**src/hdl/sga_pkg.sv**
```systemverilog
// shared types and constants of the scatter-gather address translation unit
`timescale 1ns / 1ps
`default_nettype none

package sga_pkg;

  typedef enum logic {
    CMD_WRITE     = 1'b0,
    CMD_TRANSLATE = 1'b1
  } cmd_e;

  localparam int unsigned CfgIdxW = 8;

  localparam logic [CfgIdxW-1:0] CFG_USER_BASE  = 8'd0;
  localparam logic [CfgIdxW-1:0] CFG_PAGE_COUNT = 8'd1;

  typedef struct packed {
    cmd_e        command;
    logic [7:0]  entry_index;
    logic [31:0] entry_size;
    logic [31:0] entry_physical;
    logic [31:0] user_address;
    logic [31:0] size_wanted;
  } in_t;

  typedef struct packed {
    logic [31:0] physical_address;
    logic [31:0] available_size;
    logic        found;
    logic        insufficient;
  } out_t;

  // decoded command as it travels from the front end to the back end
  typedef struct packed {
    cmd_e        cmd;
    logic [7:0]  slot;
    logic [31:0] size;
    logic [31:0] phys;
    logic [31:0] offset;
    logic [31:0] wanted;
  } op_t;

endpackage

`default_nettype wire

```
**src/hdl/sga_front.sv**
```systemverilog
// front end: accepts transactions, decodes them and queues them for the back end
`timescale 1ns / 1ps
`default_nettype none

module sga_front
  import sga_pkg::*;
#(
  parameter int unsigned MAX_PAGES = 256
) (
  input  wire logic        clk_i,
  input  wire logic        rst_ni,
  input  wire logic        in_valid_i,
  output logic             in_ready_o,
  input  wire in_t         in_data_i,
  input  wire logic [31:0] user_base_i,
  output logic             op_valid_o,
  input  wire logic        op_ready_i,
  output op_t              op_o
);

  op_t        fifo_q [2];
  logic       wr_ptr_q, wr_ptr_d;
  logic       rd_ptr_q, rd_ptr_d;
  logic [1:0] count_q, count_d;

  logic slot_ok;
  logic push, pop;
  op_t  op_new;

  // writes beyond the list are taken and dropped
  assign slot_ok = 32'(in_data_i.entry_index) < 32'(MAX_PAGES);

  always_comb begin
    op_new.cmd    = in_data_i.command;
    op_new.slot   = in_data_i.entry_index;
    op_new.size   = in_data_i.entry_size;
    op_new.phys   = in_data_i.entry_physical;
    op_new.offset = in_data_i.user_address - user_base_i;
    op_new.wanted = in_data_i.size_wanted;
  end

  assign in_ready_o = (count_q != 2'd2);
  assign push = in_valid_i && in_ready_o &&
                !((in_data_i.command == CMD_WRITE) && !slot_ok);
  assign op_valid_o = (count_q != 2'd0);
  assign pop = op_valid_o && op_ready_i;
  assign op_o = fifo_q[rd_ptr_q];

  always_comb begin
    wr_ptr_d = push ? ~wr_ptr_q : wr_ptr_q;
    rd_ptr_d = pop ? ~rd_ptr_q : rd_ptr_q;
    count_d  = count_q;
    if (push && !pop) begin
      count_d = count_q + 2'd1;
    end else if (pop && !push) begin
      count_d = count_q - 2'd1;
    end
  end

  always_ff @(posedge clk_i) begin
    if (push) begin
      fifo_q[wr_ptr_q] <= op_new;
    end
  end

  always_ff @(posedge clk_i or negedge rst_ni) begin
    if (!rst_ni) begin
      wr_ptr_q <= 1'b0;
      rd_ptr_q <= 1'b0;
      count_q  <= 2'd0;
    end else begin
      wr_ptr_q <= wr_ptr_d;
      rd_ptr_q <= rd_ptr_d;
      count_q  <= count_d;
    end
  end

  a_count_range : assert property (@(posedge clk_i) disable iff (!rst_ni)
    count_q != 2'd3)
    else $error("queue count out of range");

  a_no_push_full : assert property (@(posedge clk_i) disable iff (!rst_ni)
    (count_q == 2'd2) |-> !push)
    else $error("push into full queue");

  a_ptr_match : assert property (@(posedge clk_i) disable iff (!rst_ni)
    (count_q == 2'd0 || count_q == 2'd2) |-> (wr_ptr_q == rd_ptr_q))
    else $error("queue pointers disagree with count");

endmodule

`default_nettype wire

```
**config.mk**
```make
export PLATFORM = sky130hd
export DESIGN_NAME = sga_front
export DESIGN_NICKNAME = d
export VERILOG_FILES = /design/src/hdl/sga_pkg.sv /design/src/hdl/sga_front.sv
export SDC_FILE = /design/constraint.sdc
export NUM_CORES = 1
export LEC_CHECK = 0
export BUFFER_PORTS_ARGS = -buffer_cell sky130_fd_sc_hd__buf_2
export CORE_MARGIN = 2
export CORE_UTILIZATION = 40
export DETAILED_ROUTE_END_ITERATION = 8
export PLACE_DENSITY = 0.67
export SYNTH_ARGS = -nofsm -noshare
export SYNTH_HDL_FRONTEND = slang
export SYNTH_SLANG_ARGS = --single-unit
```
**constraint.sdc**
```tcl
create_clock -name clk_i -period 19.2 [get_ports clk_i]
set_clock_uncertainty 0.2 [all_clocks]
set_input_delay 0 -clock clk_i [delete_from_list [all_inputs] [get_ports clk_i]]
set_output_delay 0 -clock clk_i [all_outputs]
set_load 0.01 [all_outputs]
```
==> run summary, run 1 <==
max layer used - met4
final net count - 1,501
sequential area share after synthesis - 70.26%
Starting Density - 40.32%
final worst path period share - 18.27%
DP Wirelength - 17,140 um
die height - 176.1 um
Worst path slowest cell - buf_4
fin. max-slew vios - 0
synth unique cells - 50
clock-pin slew on the worst setup and hold paths - 0.06 ns
P_leak - 6.892 nW
H-tree depth - 1
Final Setup Violations - 0
vias per inst - 4.729
CTS tree - yes
Core Area - 29,400 um2
GR Overflow Total - 0
Sink Count - 278
Root Buffer - clkbuf_16
TritonCTS Buffers - 28
wire length on met1 - 11,160 um
FF+latch count, synth - 278
vias in the first global route - 8,178
global-route wire length before repair - 42,700 um
DRT antenna net count - 0
crit path max fanout - 56
Top cell by count, worst path - buf_4
P&R area growth vs syn - 45.79%
total power - 0.002070 W
worst skew pair latency - 0.52 ns
wire per inst - 16.29 um
most frequent cells in the layout - 311 x buf_2, 274 x edfxtp_1, 255 x dlygate4sd3_1
area of the mapped netlist - 11,850 um2
Synth Flop Type - edfxtp_1
CP peak stage delay - 0.74 ns
max cap viols - 0
GRT Total Usage - 17.33%
port buffer count - 311
Remaining DRCs - 0
CP endpoint kind - flop
final core occ - 58.78%
met2 WL - 14,000 um
final worst path period need - 3.508 ns
io pins - 312
CP startpoint kind - flop
fraction of registers with async set/reset - 1.439%
Post-synth EDFFs - 274
WL met3 - 1806 um
Avg Cell Area, Syn - 16.65 um2
die footprint - 31,030 um2
Worst Max-Slew Pin Slew - 1.066 ns
first-pass detailed-route iteration total - 5
largest net degree at the start of global routing - 81
Req. time, crit path - 19.15 ns
Power Dens Cells - 119.8 nW/um2
Initial DRC Count - 517
Slew HR - 28.90%
initial antenna violation count - 1
Mapped Nets - 918
row count - 63
final setup TNS - 0 ns
share of layout cells above drive strength 1 - 38.33%
VDD IR-drop max - 0.05979 mV
Max Freq - 285.0 MHz
most common cell after layout, fill and taps aside - buf_2
final hold viol count - 0
Routed WL - 27,800 um
Final Wtd Congestion - 0.8098
via count - 8,073
WS Path Type - flop to flop
cells after synthesis - 712
clk buf depth - 3
outcome - complete, no violations
RSZ-0062 raised after global routing - no
yosys warns - 0
Worst Hold Class - primary input to flop
crit path DAT - 3.46 ns
die width - 176.1 um
CP Cell Sequence - nand2b_1, nand2_1, nor2_4, buf_4, buf_4
==> final timing paths <==
kind                                from             to  slack (ns)  cells past startpoint
setup / recovery              count_q[0]  fifo_q[0][57]       15.69                      5
hold / removal             in_data_i[96]  fifo_q[0][96]        0.01                      2
setup reg to reg              count_q[0]  fifo_q[0][57]       15.69                      5
hold reg to reg               count_q[1]     count_q[1]        0.29                      1
max in group asynchronous         rst_ni       rd_ptr_q       18.41                      3
min in group asynchronous         rst_ni     count_q[1]        0.19                      3
==> critical path: cells and delay by family (launching register included) <==
| kind | cells | cell delay (ns) |
|---|---|---|
| DFF | 1 | 0.40 |
| and+or+nand+nor | 3 | 1.05 |
| buffers and inverters | 2 | 1.43 |
==> cells in the mapped netlist, types with 5 or more instances <==
library cell	instances	area, um2
xnor2_1	24	210.2
edfxtp_1	274	8228
ha_1	32	400.4
nand2_1	24	90.09
mux2_2	137	1543
o21ai_0	10	50.05
xor2_1	9	78.83
nor2_1	19	71.32
inv_1	44	165.2
nand2b_1	5	31.28
o21ai_1	5	25.02
a21o_1	17	127.6
clkbuf_1	17	63.81
a21oi_1	26	130.1
==> per-layer routing <==
layer	vias to the layer above	GRT usage, %
met5	-	0
met4	0	6.439
met3	60	2.821
met2	290	30.85
met1	3842	21.20
li1	3881	-
==> where the power goes <==
part	switching, W	total, W	internal, W
sequential	0.0000543	0.000896	0.000842
combinational	0.000357	0.000677	0.000320
clock	0.000209	0.000496	0.000287
==> layout make-up <==
| cell class | instances | area [um2] |
|---|---|---|
| inverter | 44 | 165.2 |
| sequential | 278 | 8332 |
| clock buffer | 35 | 748.2 |
| tap | 390 | 488.0 |
| fill | 2252 | 12120 |
| multi-input combinational | 372 | 3304 |
| timing repair buffer | 571 | 4146 |
| antenna | 2 | 5.005 |
| clock inverter | 15 | 92.59 |
==> through the flow <==
stage / std cells / cell area [um2] / hold WS, ns / setup slack [ns]
finish: 1707 / 17280 / 0.01132 / 15.69
global route: 1706 / 17280 / 0.002285 / 15.36
CTS: 1703 / 17260 / 0.0004775 / 15.61
detailed placement: 1400 / 13880 / -0.3867 / 15.63
global placement: 1400 / 13880 / -0.3897 / 15.65
floorplan: 712 / 11850 / -0.4956 / 11.98
==> logic make-up after synthesis <==
group / count (synthesis) / synth area share (%)
adders and majority gates: 33 / 3.547
DFF: 278 / 70.26
buffers and inverters: 62 / 1.974
muxes: 137 / 13.01
AOI/OAI and AO/OA: 94 / 5.615
xor gates and xnor gates: 33 / 2.438
and+or+nand+nor: 75 / 3.156
==> sequential cells by signal (all words and copies together), names as in the netlist <==
register	cells
fifo_q	274
count_q	2
rd_ptr_q	1
wr_ptr_q	1
==> repair_timing <==
action	4_1_cts	5_1_grt
hold buffers	253	2
resized for setup	0	0
buffers inserted	0	0
hold endpoints to repair	335	4
(Power assumes the default switching activity.)
==> run 2, diff against run 1 <==
--- a/config.mk
+++ b/config.mk
@@ -5,6 +5,7 @@
 export SDC_FILE = /design/constraint.sdc
 export NUM_CORES = 1
 export LEC_CHECK = 0
+export ABC_AREA = 1
 export BUFFER_PORTS_ARGS = -buffer_cell sky130_fd_sc_hd__buf_2
 export CORE_MARGIN = 2
 export CORE_UTILIZATION = 40
==> constraint.sdc (replaced) <==
create_clock -name clk_i -period 3.7 [get_ports clk_i]
set_clock_uncertainty 0.2 [all_clocks]
set_input_delay 0 -clock clk_i [delete_from_list [all_inputs] [get_ports clk_i]]
set_output_delay 0 -clock clk_i [all_outputs]
set_load 0.01 [all_outputs]
==> run 2 against run 1 <==
Against the previous run:
- cell area grew 3.6%
- global-route usage grew 1.9 points
- synthesized cell count grew 79%
- cell count grew 32%
- clock power grew to 5.5 times the previous value
- register-to-register slack lost 14 ns
- total power grew to 5.4 times the previous value
- setup slack lost 15 ns
==> run summary, run 2 <==
outcome - complete, no violations
CP endpoint - op_o[51]
yosys warns - 0
fraction of registers with async set/reset - 1.439%
Synth Flop Type - edfxtp_1
filler instances - 2,527
Mapped Nets - 1,478
clock-pin slew on the worst setup and hold paths - 0.06 ns
Post-CTS Resized - 0
DP Wirelength - 20,830 um
die footprint - 33,020 um2
fin. max-slew vios - 0
vias per inst - 4.569
final net count - 2,028
Final Wtd Congestion - 0.8358
worst r2r src - count_q[0]
VDD IR-drop max - 0.3590 mV
most frequent cells in the layout - 640 x nand2_1, 311 x buf_2, 274 x edfxtp_1
dominant cell type by area after synthesis - edfxtp_1
cells after synthesis - 1,272
DRT antenna net count - 0
total power - 0.01124 W
Core Area - 31,310 um2
WS Path Type - flop to output port
Sink Count - 278
biggest regs - fifo_q x274, count_q x2
FF+latch count, synth - 278
port buffer count - 311
Post-synth EDFFs - 274
CP endpoint kind - output port
synth unique cells - 27
final worst path period need - 2.996 ns
Remaining DRCs - 0
GR Overflow Total - 0
Avg Cell Area, Syn - 9.933 um2
row count - 65
Max Freq - 333.8 MHz
worst skew pair latency - 0.52 ns
RSZ-0062 raised after global routing - no
crit path launch - rd_ptr_q
io pins - 312
final setup TNS - 0 ns
wire per inst - 14.41 um
vias in the first global route - 10,150
top-count cell post-synth - nand2_1
via count - 10,260
largest net degree at the start of global routing - 83
Worst Hold Class - primary input to flop
CP startpoint kind - flop
Routed WL - 32,360 um
Initial DRC Count - 458
ranking of synthesized cells by area - edfxtp_1 65%, nand2_1 19%, inv_1 4.6%, ha_1 3.2%, nor2_1 1.2%
first-pass detailed-route iteration total - 5
global-route wire length before repair - 50,740 um
CTS tree - yes
Largest register FFs - 274
TritonCTS Buffers - 27
final worst path period share - 80.97%
share of layout cells above drive strength 1 - 20.91%
Biggest register - fifo_q
most common cell after layout, fill and taps aside - nand2_1
reg2reg setup slack - 1.43 ns
Slew HR - 36.54%
worst hold margin - 0.01224 ns
Final Setup Violations - 0
P_leak - 8.497 nW
H-tree depth - 1
Starting Density - 40.35%
crit path max fanout - 82
reg2reg path depth - 5
max cap viols - 0
GRT Total Usage - 19.22%
Worst Max-Slew Pin Slew - 0.9519 ns
Root Buffer - clkbuf_16
die height - 181.7 um
Synth top area share - 65.12%
clk buf depth - 3
P&R area growth vs syn - 41.67%
Reg-to-Reg End - fifo_q[0][46]
die width - 181.7 um
Power Dens Cells - 627.7 nW/um2
Req. time, crit path - 3.50 ns
initial antenna violation count - 2
sequential area share after synthesis - 65.91%
Post-CTS Setup Bufs - 0
crit path DAT - 2.80 ns
Post-synth top cells - 640 x nand2_1, 274 x edfxtp_1, 154 x inv_1, 41 x nor2_1, 32 x ha_1
area of the mapped netlist - 12,630 um2
final hold viol count - 0
## run 2: cell count changes after synthesis, sizes merged, moves of 20 or more
cell | previous run | this run
nor2 | 19 | 44
mux2 | 137 | 0
xnor2 | 24 | 2
nand2 | 24 | 652
inv | 44 | 154
nand3 | 3 | 26
buf | 1 | 21
## run 2: area by class of cell
class | count | area (um2) | area share [%]
Sequential cell | 278 | 8332 | 46.55
Timing Repair Buffer | 552 | 3986 | 22.27
Multi-Input combinational cell | 809 | 3603 | 20.13
Clock buffer | 30 | 686.9 | 3.838
Inverter | 154 | 580.6 | 3.243
Tap cell | 402 | 503.0 | 2.810
Clock inverter | 18 | 202.7 | 1.132
Antenna cell | 2 | 5.005 | 0.02796
## run 2: worst min path at each step
stage / depth (start not counted) / endpoint / startpoint / slack, ns
finish: 2 / fifo_q[0][81] / in_data_i[81] / 0.01
CTS: 2 / fifo_q[1][64] / in_data_i[64] / 0.0005
floorplan: 0 / count_q[0] / rst_ni / -0.50
global route: 2 / fifo_q[0][81] / in_data_i[81] / 0.003
detailed placement: 1 / count_q[1] / rst_ni / -0.38
global placement: 1 / count_q[1] / rst_ni / -0.38
## run 2: kinds of logic (layout without fill, tap and decap cells)
family | Yosys count | count (layout) | share of synthesized area, %
simple gates | 730 | 730 | 22.58
flops | 278 | 278 | 65.91
buf+inv | 185 | 754 | 5.684
fa+ha+maj | 33 | 33 | 3.327
compound gates | 28 | 28 | 1.248
xor+xnor | 18 | 18 | 1.248
other cells | 0 | 2 | 0
## run 2: critical path: stages (launching register included)
cell and delay (ns):
dfrtp_4 0.81, buf_4 0.76, nand2_1 0.23, nand2_1 0.14
buf_2 0.14
## run 2: power by group
group	total [W]	switching, W	internal (W)
Combinational	0.00389	0.00252	0.00137
Clock	0.00273	0.00112	0.00162
Sequential	0.00462	0.000268	0.00435
Total	0.0112	0.00391	0.00733
## run 2: per-stage QoR
step / area, um2 / util, % / setup WS (ns) / cells
2_1_floorplan: 12640 / - / -1.173 / 1272
3_3_place_gp: 14670 / 46.86 / 1.292 / 1962
3_5_place_dp: 14670 / 46.86 / 1.268 / 1962
4_1_cts: 17850 / 57.02 / 0.6930 / 2239
5_1_grt: 17900 / 57.17 / 0.4923 / 2245
6_report: 17900 / 57.17 / 0.7043 / 2245
## run 2: timing repair
item                                    CTS  global route
hold buffers                            229             4
hold endpoints to repair                304             7
endpoints found under the setup margin    0             0
## run 2: metal layers
| layer | global-route usage (%) | vias up | part of all wire, % | routed length [um] |
|---|---|---|---|---|
| li1 | - | 5144 | - | - |
| met2 | 35.46 | 328 | 51 | 16420 |
| met4 | 7.057 | 0 | 3.4 | 1088 |
| met1 | 22.47 | 4710 | 40 | 12880 |
| met3 | 3.169 | 76 | 6.1 | 1971 |
| met5 | 0 | - | 0 | 0 |
==> run 3, diff against run 2 <==
--- a/config.mk
+++ b/config.mk
@@ -10,7 +10,7 @@
 export CORE_MARGIN = 2
 export CORE_UTILIZATION = 40
 export DETAILED_ROUTE_END_ITERATION = 8
-export PLACE_DENSITY = 0.67
+export PLACE_DENSITY = 0.69
 export SYNTH_ARGS = -nofsm -noshare
 export SYNTH_HDL_FRONTEND = slang
 export SYNTH_SLANG_ARGS = --single-unit
==> constraint.sdc (replaced) <==
create_clock -name clk_i -period 2.5 [get_ports clk_i]
set_clock_uncertainty 0.2 [all_clocks]
set_input_delay 0 -clock clk_i [delete_from_list [all_inputs] [get_ports clk_i]]
set_output_delay 0 -clock clk_i [all_outputs]
set_load 0.01 [all_outputs]
==> run 3 against run 2 <==
Against the previous run:
- first-iteration DRC count rose by 14%
- utilization rose by 0.16 points
- flip-flop and latch count did not move
- sequential share of layout area fell by 0.13 points
- clock power rose by 44%
- register-to-register slack got worse by 0.73 ns
- setup slack got worse by 0.57 ns
- combinational power rose by 55%
- cell count barely moved
- die area did not move
- critical path depth rose by 10
- cell area rose by 0.28%
- critical endpoint is now fifo_q[1][63]
- largest cell class unchanged
==> run summary, run 3 (synthesis results as in run 2) <==
reg2reg path depth - 5
outcome - complete, no violations
Slew HR - 70.63%
Final Wtd Congestion - 0.8594
initial antenna violation count - 3
DP Wirelength - 20,770 um
clk buf depth - 3
port buffer count - 311
Req. time, crit path - 2.58 ns
clock group share of total power - 23.5%
crit path max fanout - 7
RSZ-0062 raised after global routing - no
Max Freq - 422.8 MHz
DP Cell Count - 1,963
share of layout cells above drive strength 1 - 21.05%
CP peak stage delay - 0.54 ns
Worst path top cell family by delay - buffers and inverters
CP startpoint kind - primary input
crit path launch - in_data_i[34]
Starting Density - 40.35%
vias per inst - 4.591
Largest register FFs - 274
GRT Total Usage - 19.77%
CP bufs+invs - 3
Initial DRC Count - 522
most common cell after layout, fill and taps aside - nand2_1
Final Setup Violations - 0
crit path DAT - 2.45 ns
worst skew pair latency - 0.53 ns
filler instances - 2,562
min-delay src - in_data_i[31]
DRT antenna net count - 0
Post-CTS Setup Bufs - 0
final worst path period need - 2.365 ns
final worst path period share - 94.61%
die footprint - 33,020 um2
Routed WL - 33,100 um
P_leak - 8.515 nW
Sink Count - 278
hold path cells - 2
global-route wire length before repair - 52,140 um
met2 WL - 16,670 um
WL met3 - 2293 um
Net Sw Frac - 35.04%
CP endpoint kind - flop
max cap viols - 0
WS Path Type - primary input to flop
Top cell by count, worst path - nand2_1
non-filler cells, final - 2,247
Worst path slowest cell - dlygate4sd3_1
die height - 181.7 um
TritonCTS Buffers - 28
Biggest register - fifo_q
Root Buffer - clkbuf_16
H-tree depth - 1
Combinational Power Share - 36.1%
internal power - 0.01085 W
P&R area growth vs syn - 42.07%
worst r2r src - count_q[0]
final hold viol count - 0
max layer used - met5
vias in the first global route - 10,360
final net count - 2,029
first-pass detailed-route iteration total - 5
GR Overflow Total - 0
worst hold margin - 0.01621 ns
wire length on met1 - 13,070 um
Worst Hold Class - primary input to flop
final setup TNS - 0 ns
clock-pin slew on the worst setup and hold paths - 0.06 ns
die width - 181.7 um
CTS tree - yes
Power Dens Cells - 930.9 nW/um2
most frequent cells in the layout - 638 x nand2_1, 311 x buf_2, 274 x edfxtp_1
biggest regs - fifo_q x274, count_q x2
VDD IR-drop max - 0.7018 mV
fin. max-slew vios - 0
CP Cell Sequence - dlygate4sd3_1, buf_2, ha_1, a21oi_2, nand2_1, nand2_1, nand2_2, nand2_1, nand2_2, nand2_1, nand2_1, nand2_1, dlygate4sd3_1, nand2_1
row count - 65
wire per inst - 14.73 um
Reg power frac - 40.4%
largest net degree at the start of global routing - 76
Remaining DRCs - 0
switching pwr - 0.005856 W
via count - 10,320
WP depth - 14
Core Area - 31,310 um2
io pins - 312
Worst Max-Slew Pin Slew - 0.4405 ns
## run 3: cell count changes in the layout (fill, tap and decap cells not counted), moves of 2 or more
| cell | before | now |
|---|---|---|
| bufinv_16 | 4 | 2 |
| nand2_4 | 0 | 2 |
| clkinvlp_4 | 3 | 1 |
| buf_12 | 3 | 7 |
| clkbuf_1 | 3 | 7 |
| nand2_1 | 640 | 638 |
| clkbuf_16 | 27 | 29 |
| buf_4 | 5 | 1 |
## run 3: path summary, 6_finish.rpt
kind | slack, ns | endpoint
setup / recovery | 0.13 | fifo_q[1][63]
hold / removal | 0.02 | fifo_q[0][31]
setup reg to reg | 0.70 | fifo_q[1][46]
hold reg to reg | 0.32 | count_q[0]
max in group asynchronous | 1.65 | rd_ptr_q
min in group asynchronous | 0.24 | count_q[0]
## run 3: area by class of cell
class / instances / area [um2] / area share [%]
flip-flops and latches: 278 / 8332 / 46.42
repair buffers: 552 / 4038 / 22.49
multi-input cells: 809 / 3625 / 20.19
clock buffers: 36 / 752.0 / 4.189
inverters: 154 / 580.6 / 3.234
well taps: 402 / 503.0 / 2.802
clock inverters: 14 / 115.1 / 0.6413
diodes: 2 / 5.005 / 0.02788
## run 3: metal layers
| layer | track usage (%) | up-vias |
|---|---|---|
| met5 | 0 | - |
| met1 | 23.01 | 4732 |
| met4 | 6.634 | 2 |
| met2 | 36.37 | 337 |
| li1 | - | 5169 |
| met3 | 3.951 | 75 |
## run 3: power by group through the flow
stage / logic (W) / registers, W / clock network (W)
5_1_grt: 0.00666 / 0.00686 / 0.00420
3_3_place_gp: 0.00567 / 0.00680 / 0
3_5_place_dp: 0.00573 / 0.00685 / 0
6_report: 0.00603 / 0.00676 / 0.00392
4_1_cts: 0.00605 / 0.00675 / 0.00401
2_1_floorplan: 0.00329 / 0.00678 / 0
## run 3: repair_timing
action,in CTS,in global routing
gates resized for setup,0,3
hold buffers,226,6
setup endpoints to repair,0,6
endpoints found under the hold margin,461,11
## run 3: per-stage QoR
stage | setup WS (ns) | utilization (%) | total power, W | instance area (um2)
3_5_place_dp | 0.4916 | 47.09 | 0.01257 | 14750
5_1_grt | 0.001458 | 57.32 | 0.01771 | 17950
3_3_place_gp | 0.5274 | 47.09 | 0.01247 | 14750
2_1_floorplan | -0.7359 | - | 0.01007 | 12660
4_1_cts | 0.07529 | 57.09 | 0.01681 | 17870
6_report | 0.1346 | 57.33 | 0.01671 | 17950
